### config.mk
export PLATFORM = sky130hd
export DESIGN_NAME = closest_ray_sphere_hit_unit
export DESIGN_NICKNAME = d
export VERILOG_FILES = /design/src/sv/crsh_pkg.sv /design/src/sv/closest_ray_sphere_hit_unit.sv /design/src/sv/crsh_isqrt.sv
export SDC_FILE = /design/constraint.sdc
export NUM_CORES = 2
export LEC_CHECK = 0
export BUFFER_PORTS_ARGS = -buffer_cell sky130_fd_sc_hd__buf_2
export CORE_UTILIZATION = 45
export CTS_CLUSTER_DIAMETER = 40
export DETAILED_ROUTE_END_ITERATION = 10
export GPL_ROUTABILITY_DRIVEN = 0
export PLACE_DENSITY = 0.69
export SLEW_MARGIN = 30
export SYNTH_ARGS = -nofsm -noshare
export SYNTH_HDL_FRONTEND = slang
export SYNTH_HIERARCHICAL = 1
export SYNTH_SLANG_ARGS = --single-unit
export TNS_END_PERCENT = 30
### constraint.sdc
create_clock -name clk -period 25.1 [get_ports clk]
set_clock_uncertainty 0.05 [all_clocks]
set_input_delay 3.765 -clock clk [delete_from_list [all_inputs] [get_ports clk]]
set_output_delay 3.765 -clock clk [all_outputs]
set_load 0.02 [all_outputs]
### src/sv/crsh_pkg.sv
`timescale 1ns / 1ps
// shared types and constants of the closest ray-sphere hit unit
// used by crsh_isqrt and closest_ray_sphere_hit_unit; no dependencies
package crsh_pkg;

	localparam int COORD_W     = 24;  // Q12.12 coordinate
	localparam int DIR_W       = 16;  // Q2.14 direction
	localparam int DIR_FRAC    = 14;
	localparam int RAD_W       = 23;  // unsigned Q11.12 radius
	localparam int L_W         = COORD_W + 1;
	localparam int DOT_W       = 43;  // exact sum of three L*dir products
	localparam int TH_W        = DOT_W - DIR_FRAC;
	localparam int MUL_W       = TH_W;  // shared multiplier operand width
	localparam int PROD_W      = 2 * MUL_W;
	localparam int R2_W        = 2 * RAD_W;
	localparam int RADICAND_W  = 56;
	localparam int ROOT_W      = RADICAND_W / 2;
	localparam int ROOT_CNT_W  = $clog2(ROOT_W);
	localparam int T_W         = TH_W + 1;
	localparam int DIST_W      = 24;
	localparam int MAX_SPHERES = 16;
	localparam int IDX_W       = $clog2(MAX_SPHERES);
	localparam int IN_DATA_W   = 216;
	localparam int OUT_DATA_W  = 32;

	localparam logic [DIST_W-1:0] DIST_MAX = {DIST_W{1'b1}};
	localparam logic [IDX_W-1:0]  IDX_LAST = IDX_W'(MAX_SPHERES - 1);

	typedef enum logic [2:0] {
		ST_IDLE,
		ST_MUL,
		ST_DRAIN,
		ST_CHECK,
		ST_SQRT,
		ST_ROOT,
		ST_FINISH
	} state_t;

	// products issued to the shared multiplier, in order
	typedef enum logic [2:0] {
		OP_DX,
		OP_DY,
		OP_DZ,
		OP_LX,
		OP_LY,
		OP_LZ,
		OP_RR,
		OP_TT
	} mul_op_t;

	typedef struct packed {
		logic busy;
		logic done;
	} sqrt_stat_t;

endpackage

### src/sv/closest_ray_sphere_hit_unit.sv
`timescale 1ns / 1ps
// closest ray-sphere hit unit: one shared multiplier under a sequencer
// depends on crsh_pkg and crsh_isqrt
//
// Usage: each input transfer on the s_ group carries one ray and one sphere;
// a run of transfers tests one ray against a scene, s_tlast marks its last
// sphere. At the end of a run one result transfer leaves on the m_ group:
// m_tuser is the hit flag, m_tdata the index of the nearest sphere in the run
// and its distance (Q12.12, all ones when nothing was hit).
// Timing: s_tready is high only while the unit is idle, so an item is not taken
// before the unit is through with the last one. The work on an item runs in order:
// the eight products issue one by one through the shared 29x29
// multiplier, the last product drains, a clear miss is checked for, the
// bit-serial square root forms its 28 root bits and hands them over, the
// root is formed and the kept best is updated. When the ray clearly misses
// the sphere the root is skipped. The result of the last sphere is
// registered in the output register at the end of its final step.
// Stalls: the result sits in an output register. If it has not been taken
// when the next run ends, the unit waits in its final step until m_tready.
// Reset clears the kept best, the sphere position and the output valid.
module closest_ray_sphere_hit_unit (
	input  logic                                clk,
	input  logic                                arst_n,
	input  logic                                s_tvalid,
	output logic                                s_tready,
	// ray_origin_x/y/z, ray_dir_x/y/z, sphere_center_x/y/z, sphere_radius, pad
	input  logic [crsh_pkg::IN_DATA_W-1:0]      s_tdata,
	input  logic                                s_tlast,
	output logic                                m_tvalid,
	input  logic                                m_tready,
	// hit_index, nearest_distance, pad
	output logic [crsh_pkg::OUT_DATA_W-1:0]     m_tdata,
	// any_hit
	output logic                                m_tuser
);

	crsh_pkg::state_t state_q, state_d;

	// item registers
	logic signed [crsh_pkg::L_W-1:0]   lx_q, ly_q, lz_q;
	logic signed [crsh_pkg::DIR_W-1:0] dx_q, dy_q, dz_q;
	logic [crsh_pkg::RAD_W-1:0]        r_q;
	logic                              last_q;

	// multiplier and accumulators
	crsh_pkg::mul_op_t                   op_q;
	crsh_pkg::mul_op_t                   prod_op_q;
	logic                                prod_vld_q;
	logic signed [crsh_pkg::PROD_W-1:0]  prod_q;
	logic signed [crsh_pkg::MUL_W-1:0]   mul_a, mul_b;
	logic signed [crsh_pkg::DOT_W-1:0]   dot_q;
	logic signed [crsh_pkg::PROD_W-1:0]  sum_q;
	logic [crsh_pkg::R2_W-1:0]           r2_q;
	logic signed [crsh_pkg::TH_W-1:0]    th;

	// root and candidate
	logic                                miss;
	logic signed [crsh_pkg::PROD_W-1:0]  rad_full;
	logic                                sq_start;
	crsh_pkg::sqrt_stat_t                sq_stat;
	logic [crsh_pkg::ROOT_W-1:0]         thc;
	logic signed [crsh_pkg::T_W-1:0]     t_near, t_far, t_sel;
	logic                                root_hit;
	logic                                hit_q;
	logic [crsh_pkg::DIST_W-1:0]         dist_q;

	// kept best
	logic [crsh_pkg::DIST_W-1:0] best_dist_q;
	logic [crsh_pkg::IDX_W-1:0]  best_idx_q;
	logic                        found_q;
	logic [crsh_pkg::IDX_W-1:0]  pos_q;
	logic                        better;
	logic                        commit;
	logic                        accept;

	// output register
	logic                        m_tvalid_q;
	logic                        m_hit_q;
	logic [crsh_pkg::IDX_W-1:0]  m_idx_q;
	logic [crsh_pkg::DIST_W-1:0] m_dist_q;

	assign accept = s_tvalid && s_tready;

	// ---------------------------------------------------------------- control
	always_comb begin
		state_d = state_q;
		unique case (state_q)
			crsh_pkg::ST_IDLE:   if (accept) state_d = crsh_pkg::ST_MUL;
			crsh_pkg::ST_MUL:    if (op_q == crsh_pkg::OP_TT) state_d = crsh_pkg::ST_DRAIN;
			crsh_pkg::ST_DRAIN:  state_d = crsh_pkg::ST_CHECK;
			crsh_pkg::ST_CHECK:  state_d = miss ? crsh_pkg::ST_FINISH : crsh_pkg::ST_SQRT;
			crsh_pkg::ST_SQRT:   if (sq_stat.done) state_d = crsh_pkg::ST_ROOT;
			crsh_pkg::ST_ROOT:   state_d = crsh_pkg::ST_FINISH;
			crsh_pkg::ST_FINISH: if (commit) state_d = crsh_pkg::ST_IDLE;
			default:             state_d = crsh_pkg::ST_IDLE;
		endcase
	end

	always_comb begin
		s_tready = (state_q == crsh_pkg::ST_IDLE);
		sq_start = (state_q == crsh_pkg::ST_CHECK) && !miss;
		commit   = (state_q == crsh_pkg::ST_FINISH) &&
		           (!last_q || !m_tvalid_q || m_tready);
	end

	always_ff @(posedge clk or negedge arst_n) begin
		if (!arst_n) begin
			state_q    <= crsh_pkg::ST_IDLE;
			prod_vld_q <= 1'b0;
			m_tvalid_q <= 1'b0;
			best_dist_q <= crsh_pkg::DIST_MAX;
			best_idx_q <= '0;
			found_q    <= 1'b0;
			pos_q      <= '0;
		end else begin
			state_q    <= state_d;
			prod_vld_q <= (state_q == crsh_pkg::ST_MUL);
			if (commit && last_q) begin
				m_tvalid_q <= 1'b1;
			end else if (m_tready) begin
				m_tvalid_q <= 1'b0;
			end
			if (commit) begin
				if (last_q) begin
					best_dist_q <= crsh_pkg::DIST_MAX;
					best_idx_q  <= '0;
					found_q     <= 1'b0;
					pos_q       <= '0;
				end else begin
					if (better) begin
						best_dist_q <= dist_q;
						best_idx_q  <= pos_q;
						found_q     <= 1'b1;
					end
					if (pos_q != crsh_pkg::IDX_LAST) begin
						pos_q <= pos_q + 1'b1;
					end
				end
			end
		end
	end

	assign better = hit_q && (!found_q || dist_q < best_dist_q);

	// ---------------------------------------------------------------- datapath
	assign th = dot_q[crsh_pkg::DOT_W-1:crsh_pkg::DIR_FRAC];  // floor shift

	always_comb begin
		unique case (op_q)
			crsh_pkg::OP_DX: begin
				mul_a = crsh_pkg::MUL_W'(lx_q);
				mul_b = crsh_pkg::MUL_W'(dx_q);
			end
			crsh_pkg::OP_DY: begin
				mul_a = crsh_pkg::MUL_W'(ly_q);
				mul_b = crsh_pkg::MUL_W'(dy_q);
			end
			crsh_pkg::OP_DZ: begin
				mul_a = crsh_pkg::MUL_W'(lz_q);
				mul_b = crsh_pkg::MUL_W'(dz_q);
			end
			crsh_pkg::OP_LX: begin
				mul_a = crsh_pkg::MUL_W'(lx_q);
				mul_b = crsh_pkg::MUL_W'(lx_q);
			end
			crsh_pkg::OP_LY: begin
				mul_a = crsh_pkg::MUL_W'(ly_q);
				mul_b = crsh_pkg::MUL_W'(ly_q);
			end
			crsh_pkg::OP_LZ: begin
				mul_a = crsh_pkg::MUL_W'(lz_q);
				mul_b = crsh_pkg::MUL_W'(lz_q);
			end
			crsh_pkg::OP_RR: begin
				mul_a = $signed({{(crsh_pkg::MUL_W - crsh_pkg::RAD_W){1'b0}}, r_q});
				mul_b = $signed({{(crsh_pkg::MUL_W - crsh_pkg::RAD_W){1'b0}}, r_q});
			end
			crsh_pkg::OP_TT: begin
				mul_a = th;
				mul_b = th;
			end
		endcase
	end

	assign miss     = sum_q > $signed({{(crsh_pkg::PROD_W - crsh_pkg::R2_W){1'b0}}, r2_q});
	assign rad_full = $signed({{(crsh_pkg::PROD_W - crsh_pkg::R2_W){1'b0}}, r2_q}) - sum_q;

	crsh_isqrt u_isqrt (
		.clk      (clk),
		.arst_n   (arst_n),
		.start    (sq_start),
		.radicand (rad_full[crsh_pkg::RADICAND_W-1:0]),
		.stat     (sq_stat),
		.root     (thc)
	);

	// near root first, far root when the near one lies behind the origin
	assign t_near   = crsh_pkg::T_W'(th) - $signed({1'b0, 1'b0, thc});
	assign t_far    = crsh_pkg::T_W'(th) + $signed({1'b0, 1'b0, thc});
	assign t_sel    = t_near[crsh_pkg::T_W-1] ? t_far : t_near;
	assign root_hit = !t_sel[crsh_pkg::T_W-1];

	always_ff @(posedge clk) begin
		if (accept) begin
			lx_q <= crsh_pkg::L_W'($signed(s_tdata[143:120])) - crsh_pkg::L_W'($signed(s_tdata[23:0]));
			ly_q <= crsh_pkg::L_W'($signed(s_tdata[167:144])) - crsh_pkg::L_W'($signed(s_tdata[47:24]));
			lz_q <= crsh_pkg::L_W'($signed(s_tdata[191:168])) - crsh_pkg::L_W'($signed(s_tdata[71:48]));
			dx_q   <= s_tdata[87:72];
			dy_q   <= s_tdata[103:88];
			dz_q   <= s_tdata[119:104];
			r_q    <= s_tdata[214:192];
			last_q <= s_tlast;
			op_q   <= crsh_pkg::OP_DX;
			dot_q  <= '0;
			sum_q  <= '0;
		end else begin
			if (state_q == crsh_pkg::ST_MUL && op_q != crsh_pkg::OP_TT) begin
				op_q <= crsh_pkg::mul_op_t'(op_q + 1'b1);
			end
			if (prod_vld_q) begin
				case (prod_op_q) inside
					crsh_pkg::OP_DX, crsh_pkg::OP_DY, crsh_pkg::OP_DZ:
						dot_q <= dot_q + prod_q[crsh_pkg::DOT_W-1:0];
					crsh_pkg::OP_LX, crsh_pkg::OP_LY, crsh_pkg::OP_LZ:
						sum_q <= sum_q + prod_q;
					crsh_pkg::OP_RR:
						r2_q <= prod_q[crsh_pkg::R2_W-1:0];
					default:
						sum_q <= sum_q - prod_q;  // d2 = |L|^2 - th^2
				endcase
			end
		end
		prod_q    <= mul_a * mul_b;
		prod_op_q <= op_q;
		if (state_q == crsh_pkg::ST_CHECK) begin
			hit_q <= 1'b0;
		end else if (state_q == crsh_pkg::ST_ROOT) begin
			hit_q  <= root_hit;
			dist_q <= (t_sel[crsh_pkg::T_W-1:crsh_pkg::DIST_W] != '0) ? crsh_pkg::DIST_MAX
			                                                          : t_sel[crsh_pkg::DIST_W-1:0];
		end
		if (commit && last_q) begin
			m_hit_q  <= found_q || better;
			m_idx_q  <= better ? pos_q : best_idx_q;
			m_dist_q <= better ? dist_q : best_dist_q;
		end
	end

	assign m_tvalid = m_tvalid_q;
	assign m_tuser  = m_hit_q;
	assign m_tdata  = {{(crsh_pkg::OUT_DATA_W - crsh_pkg::DIST_W - crsh_pkg::IDX_W){1'b0}},
	                   m_dist_q, m_idx_q};

	// ---------------------------------------------------------------- checks
	a_empty_best: assert property (@(posedge clk) disable iff (!arst_n)
		!found_q |-> (best_dist_q == crsh_pkg::DIST_MAX && best_idx_q == '0))
		else $error("empty best holds a distance or index");

	a_sqrt_alive: assert property (@(posedge clk) disable iff (!arst_n)
		(state_q == crsh_pkg::ST_SQRT) |-> (sq_stat.busy || sq_stat.done))
		else $error("waiting on an idle square root unit");

	a_ready_idle_root: assert property (@(posedge clk) disable iff (!arst_n)
		s_tready |-> !sq_stat.busy)
		else $error("ready while the square root is running");

	a_accept_starts: assert property (@(posedge clk) disable iff (!arst_n)
		accept |=> (state_q == crsh_pkg::ST_MUL && op_q == crsh_pkg::OP_DX))
		else $error("transfer did not start the product sequence");

	a_result_slot: assert property (@(posedge clk) disable iff (!arst_n)
		(commit && last_q) |-> (!m_tvalid_q || m_tready))
		else $error("result written over one not yet taken");

endmodule

### src/sv/crsh_isqrt.sv
`timescale 1ns / 1ps
// floor integer square root, restoring method, one result bit per cycle
// depends on crsh_pkg for widths and the status struct
module crsh_isqrt (
	input  logic                              clk,
	input  logic                              arst_n,
	input  logic                              start,
	input  logic [crsh_pkg::RADICAND_W-1:0]   radicand,
	output crsh_pkg::sqrt_stat_t              stat,
	output logic [crsh_pkg::ROOT_W-1:0]       root
);

	localparam int REM_W = crsh_pkg::ROOT_W + 2;

	logic                              busy_q;
	logic                              done_q;
	logic [crsh_pkg::ROOT_CNT_W-1:0]   cnt_q;
	logic [crsh_pkg::RADICAND_W-1:0]   rad_q;
	logic [REM_W-1:0]                  rem_q;
	logic [crsh_pkg::ROOT_W-1:0]       root_q;

	logic [REM_W+1:0] rem_shift;
	logic [REM_W+1:0] trial;
	logic             fits;
	logic             last_step;

	assign rem_shift = {rem_q, rad_q[crsh_pkg::RADICAND_W-1 -: 2]};
	assign trial     = {2'b00, root_q, 2'b01};
	assign fits      = (rem_shift >= trial);
	assign last_step = (cnt_q == crsh_pkg::ROOT_CNT_W'(crsh_pkg::ROOT_W - 1));

	always_ff @(posedge clk or negedge arst_n) begin
		if (!arst_n) begin
			busy_q <= 1'b0;
			done_q <= 1'b0;
			cnt_q  <= '0;
		end else begin
			done_q <= !start && busy_q && last_step;
			if (start) begin
				busy_q <= 1'b1;
				cnt_q  <= '0;
			end else if (busy_q) begin
				cnt_q <= cnt_q + 1'b1;
				if (last_step) begin
					busy_q <= 1'b0;
				end
			end
		end
	end

	always_ff @(posedge clk) begin
		if (start) begin
			rad_q  <= radicand;
			rem_q  <= '0;
			root_q <= '0;
		end else if (busy_q) begin
			rad_q <= {rad_q[crsh_pkg::RADICAND_W-3:0], 2'b00};
			if (fits) begin
				rem_q  <= REM_W'(rem_shift - trial);
				root_q <= {root_q[crsh_pkg::ROOT_W-2:0], 1'b1};
			end else begin
				rem_q  <= rem_shift[REM_W-1:0];
				root_q <= {root_q[crsh_pkg::ROOT_W-2:0], 1'b0};
			end
		end
	end

	assign stat.busy = busy_q;
	assign stat.done = done_q;
	assign root      = root_q;

endmodule

==> key figures <==
Timing
  • F_max: 80.4 MHz
  • Worst-Margin Slew: 1.05 ns
  • Final Max Slew Viols: 0
  • Final min period: 12.44 ns
  • Hold Vio Cnt, Final: 0
  • Fin Setup TNS: 0 ns
  • # setup viols final: 0
  • Final Cycle Share: approximately half
  • Worst slew margin: 30.0%
  • Setup repair after global routing missed its margin: no
  • Worst Slack Setup Final: 12.66 ns

Layout
  • Fill count: 13,881
  • Post-layout nets: approximately 9,500
  • Post-Route Utilization: 50.1%
  • Area Growth Syn to Fin: 10.1%
  • Commonest cells after routing, fill and taps aside: 1,299 x inv_1, 909 x fa_1, 828 x nor2_1, 756 x nand2_1, 550 x ha_1
  • Commonest non-fill, non-tap cell in the layout: inv_1
  • Layout cells sized above 1: a little under a tenth

Setup path
  • Max stage delay on crit path: 0.88 ns
  • CP delay by family, top: adder cells
  • Critical Path Sink Type: flop
  • Startpoint types: flop
  • R2R setup slack: 12.66 ns
  • Worst EP required: 25.70 ns
  • Crit path max fanout: 57
  • Cells on worst reg2reg path: 37
  • Crit Path Class: reg2reg
  • RR Startpoint: op_q[0]$_SDFFE_PP0P_
  • Reg-to-Reg End: prod_q[55]$_DFF_P_
  • Most numerous cell on the critical path: fa_1
  • Slowest CP cell: a21oi_4
  • WP buf/inv: 8
  • Critical Path AT: 13.04 ns

Clocking
  • Sink Count: 571
  • TritonCTS clock tree: built
  • Post-CTS Setup Bufs: 0
  • CTS buffer count: 93
  • # resized after CTS: 0
  • Clk root buf: clkbuf_16
  • # H-tree levels: 3
  • Worst-skew pair later-pin latency: ~0.7 ns
  • Post-cts hold buffer count: 0
  • Longest Clk Path Bufs: 3
  • CTS clk-pin slew, worst paths: 0.05 ns

Detailed routing
  • # DRC: 0
  • Drt total wl: 204 mm
  • Initial drt markers: 5,196
  • Via count: 55,936
  • Vias per cell: 5.62
  • Final antenna-violating net count: 0
  • WL/cell: 20.5 microns
  • TritonRoute pass-1 iters: 7

Floorplanning
  • Height of the chip: 394 microns
  • Die W: between 300 and 400 microns
  • Cell row count: 143
  • Die area: 155,000 sq um
  • # IOs: 256
  • Initial Utilization: 45.5%
  • Core Area: 152,000 sq um

GRT
  • Largest net degree at the start of global routing: 138
  • Initial antenna violation count: 5
  • Vias in the first global route: 56,764
  • Total Routing Usage GR: 26.0%
  • Gr ovfl total: 0
  • First-pass GRT wire length: between 300 and 400 mm

Placement
  • Port Buffers: between 200 and 300
  • Placement Setup Slack: ~13 ns
  • Hpwl dp: 160 mm

Run
  • Max-cap viol count: 0

Synthesis
  • Cells after Synth: 7,689
  • Avg Inst Size Synth: about 9.0 sq um
  • YS warnings: 6
  • Mapped cell area: between 60,000 and 70,000 sq um

Min path
  • Hold Path Sink: prod_op_q[1]$_DFF_P_
  • Worst Hold Launch: op_q[1]$_SDFFE_PP0P_
  • Worst Hold Class: reg2reg
  • Hold Crit Depth: 0

Run status
  • Run status: finished, final reports clean
## final cells by class
cell class / instances / area, sq um / share of cell area, %
Clock buffer: 103 / 2380 / 3.13
Clock inverter: 71 / 933 / 1.22
Multi-Input combinational cell: 5512 / 48700 / 63.8
Sequential cell: 571 / 14700 / 19.3
Tap cell: 2030 / 2540 / 3.33
Antenna cell: 5 / 12.5 / 0.0164
Timing Repair Buffer: 357 / 2120 / 2.77
Inverter: 1302 / 4890 / 6.42
## per-layer routing
layer | track usage [%] | vias to the layer above | routed length [microns]
li1 | - | 25432 | -
met1 | 33.3 | 27171 | 81200
met5 | 0 | - | 34
met3 | 6.93 | 581 | 22000
met2 | 40.5 | 2746 | 89200
met4 | 12.8 | 6 | 11100
## sequential cells by signal, indices dropped and copies added (netlist names), 25 cells and up
register,flops
r2_q,46
lz_q,25
lx_q,25
dot_q,43
ly_q,25
sum_q,58
u_isqrt/rad_q,56
u_isqrt/rem_q,30
prod_q,58
u_isqrt/root,28
## metrics by stage
step / area, sq um / cells / hold WS, ns
6_report: 76300 / 9951 / 0.354
5_1_grt: 76200 / 9946 / 0.356
4_1_cts: 76200 / 9942 / 0.348
3_5_place_dp: 72900 / 9768 / 0.340
3_3_place_gp: 72800 / 9759 / 0.331
2_1_floorplan: 69300 / 7692 / 0.321
## worst max-delay path by stage
| stage | from | to | slack [ns] | cells after the start |
|---|---|---|---|---|
| 6_report | op_q[0]$_SDFFE_PP0P_ | prod_q[55]$_DFF_P_ | 12.66 | 37 |
| 5_1_grt | op_q[0]$_SDFFE_PP0P_ | prod_q[55]$_DFF_P_ | 12.04 | 36 |
| 4_1_cts | op_q[0]$_SDFFE_PP0P_ | prod_q[55]$_DFF_P_ | 12.81 | 36 |
| 3_5_place_dp | op_q[0]$_SDFFE_PP0P_ | prod_q[55]$_DFF_P_ | 12.79 | 36 |
| 3_3_place_gp | op_q[0]$_SDFFE_PP0P_ | prod_q[55]$_DFF_P_ | 12.97 | 38 |
| 2_1_floorplan | s_tvalid | r2_q[0]$_DFFE_PP_ | 12.56 | 5 |
Power is not shown: default switching activity piles up to over one toggle a cycle in this logic, so the estimate is an artifact.
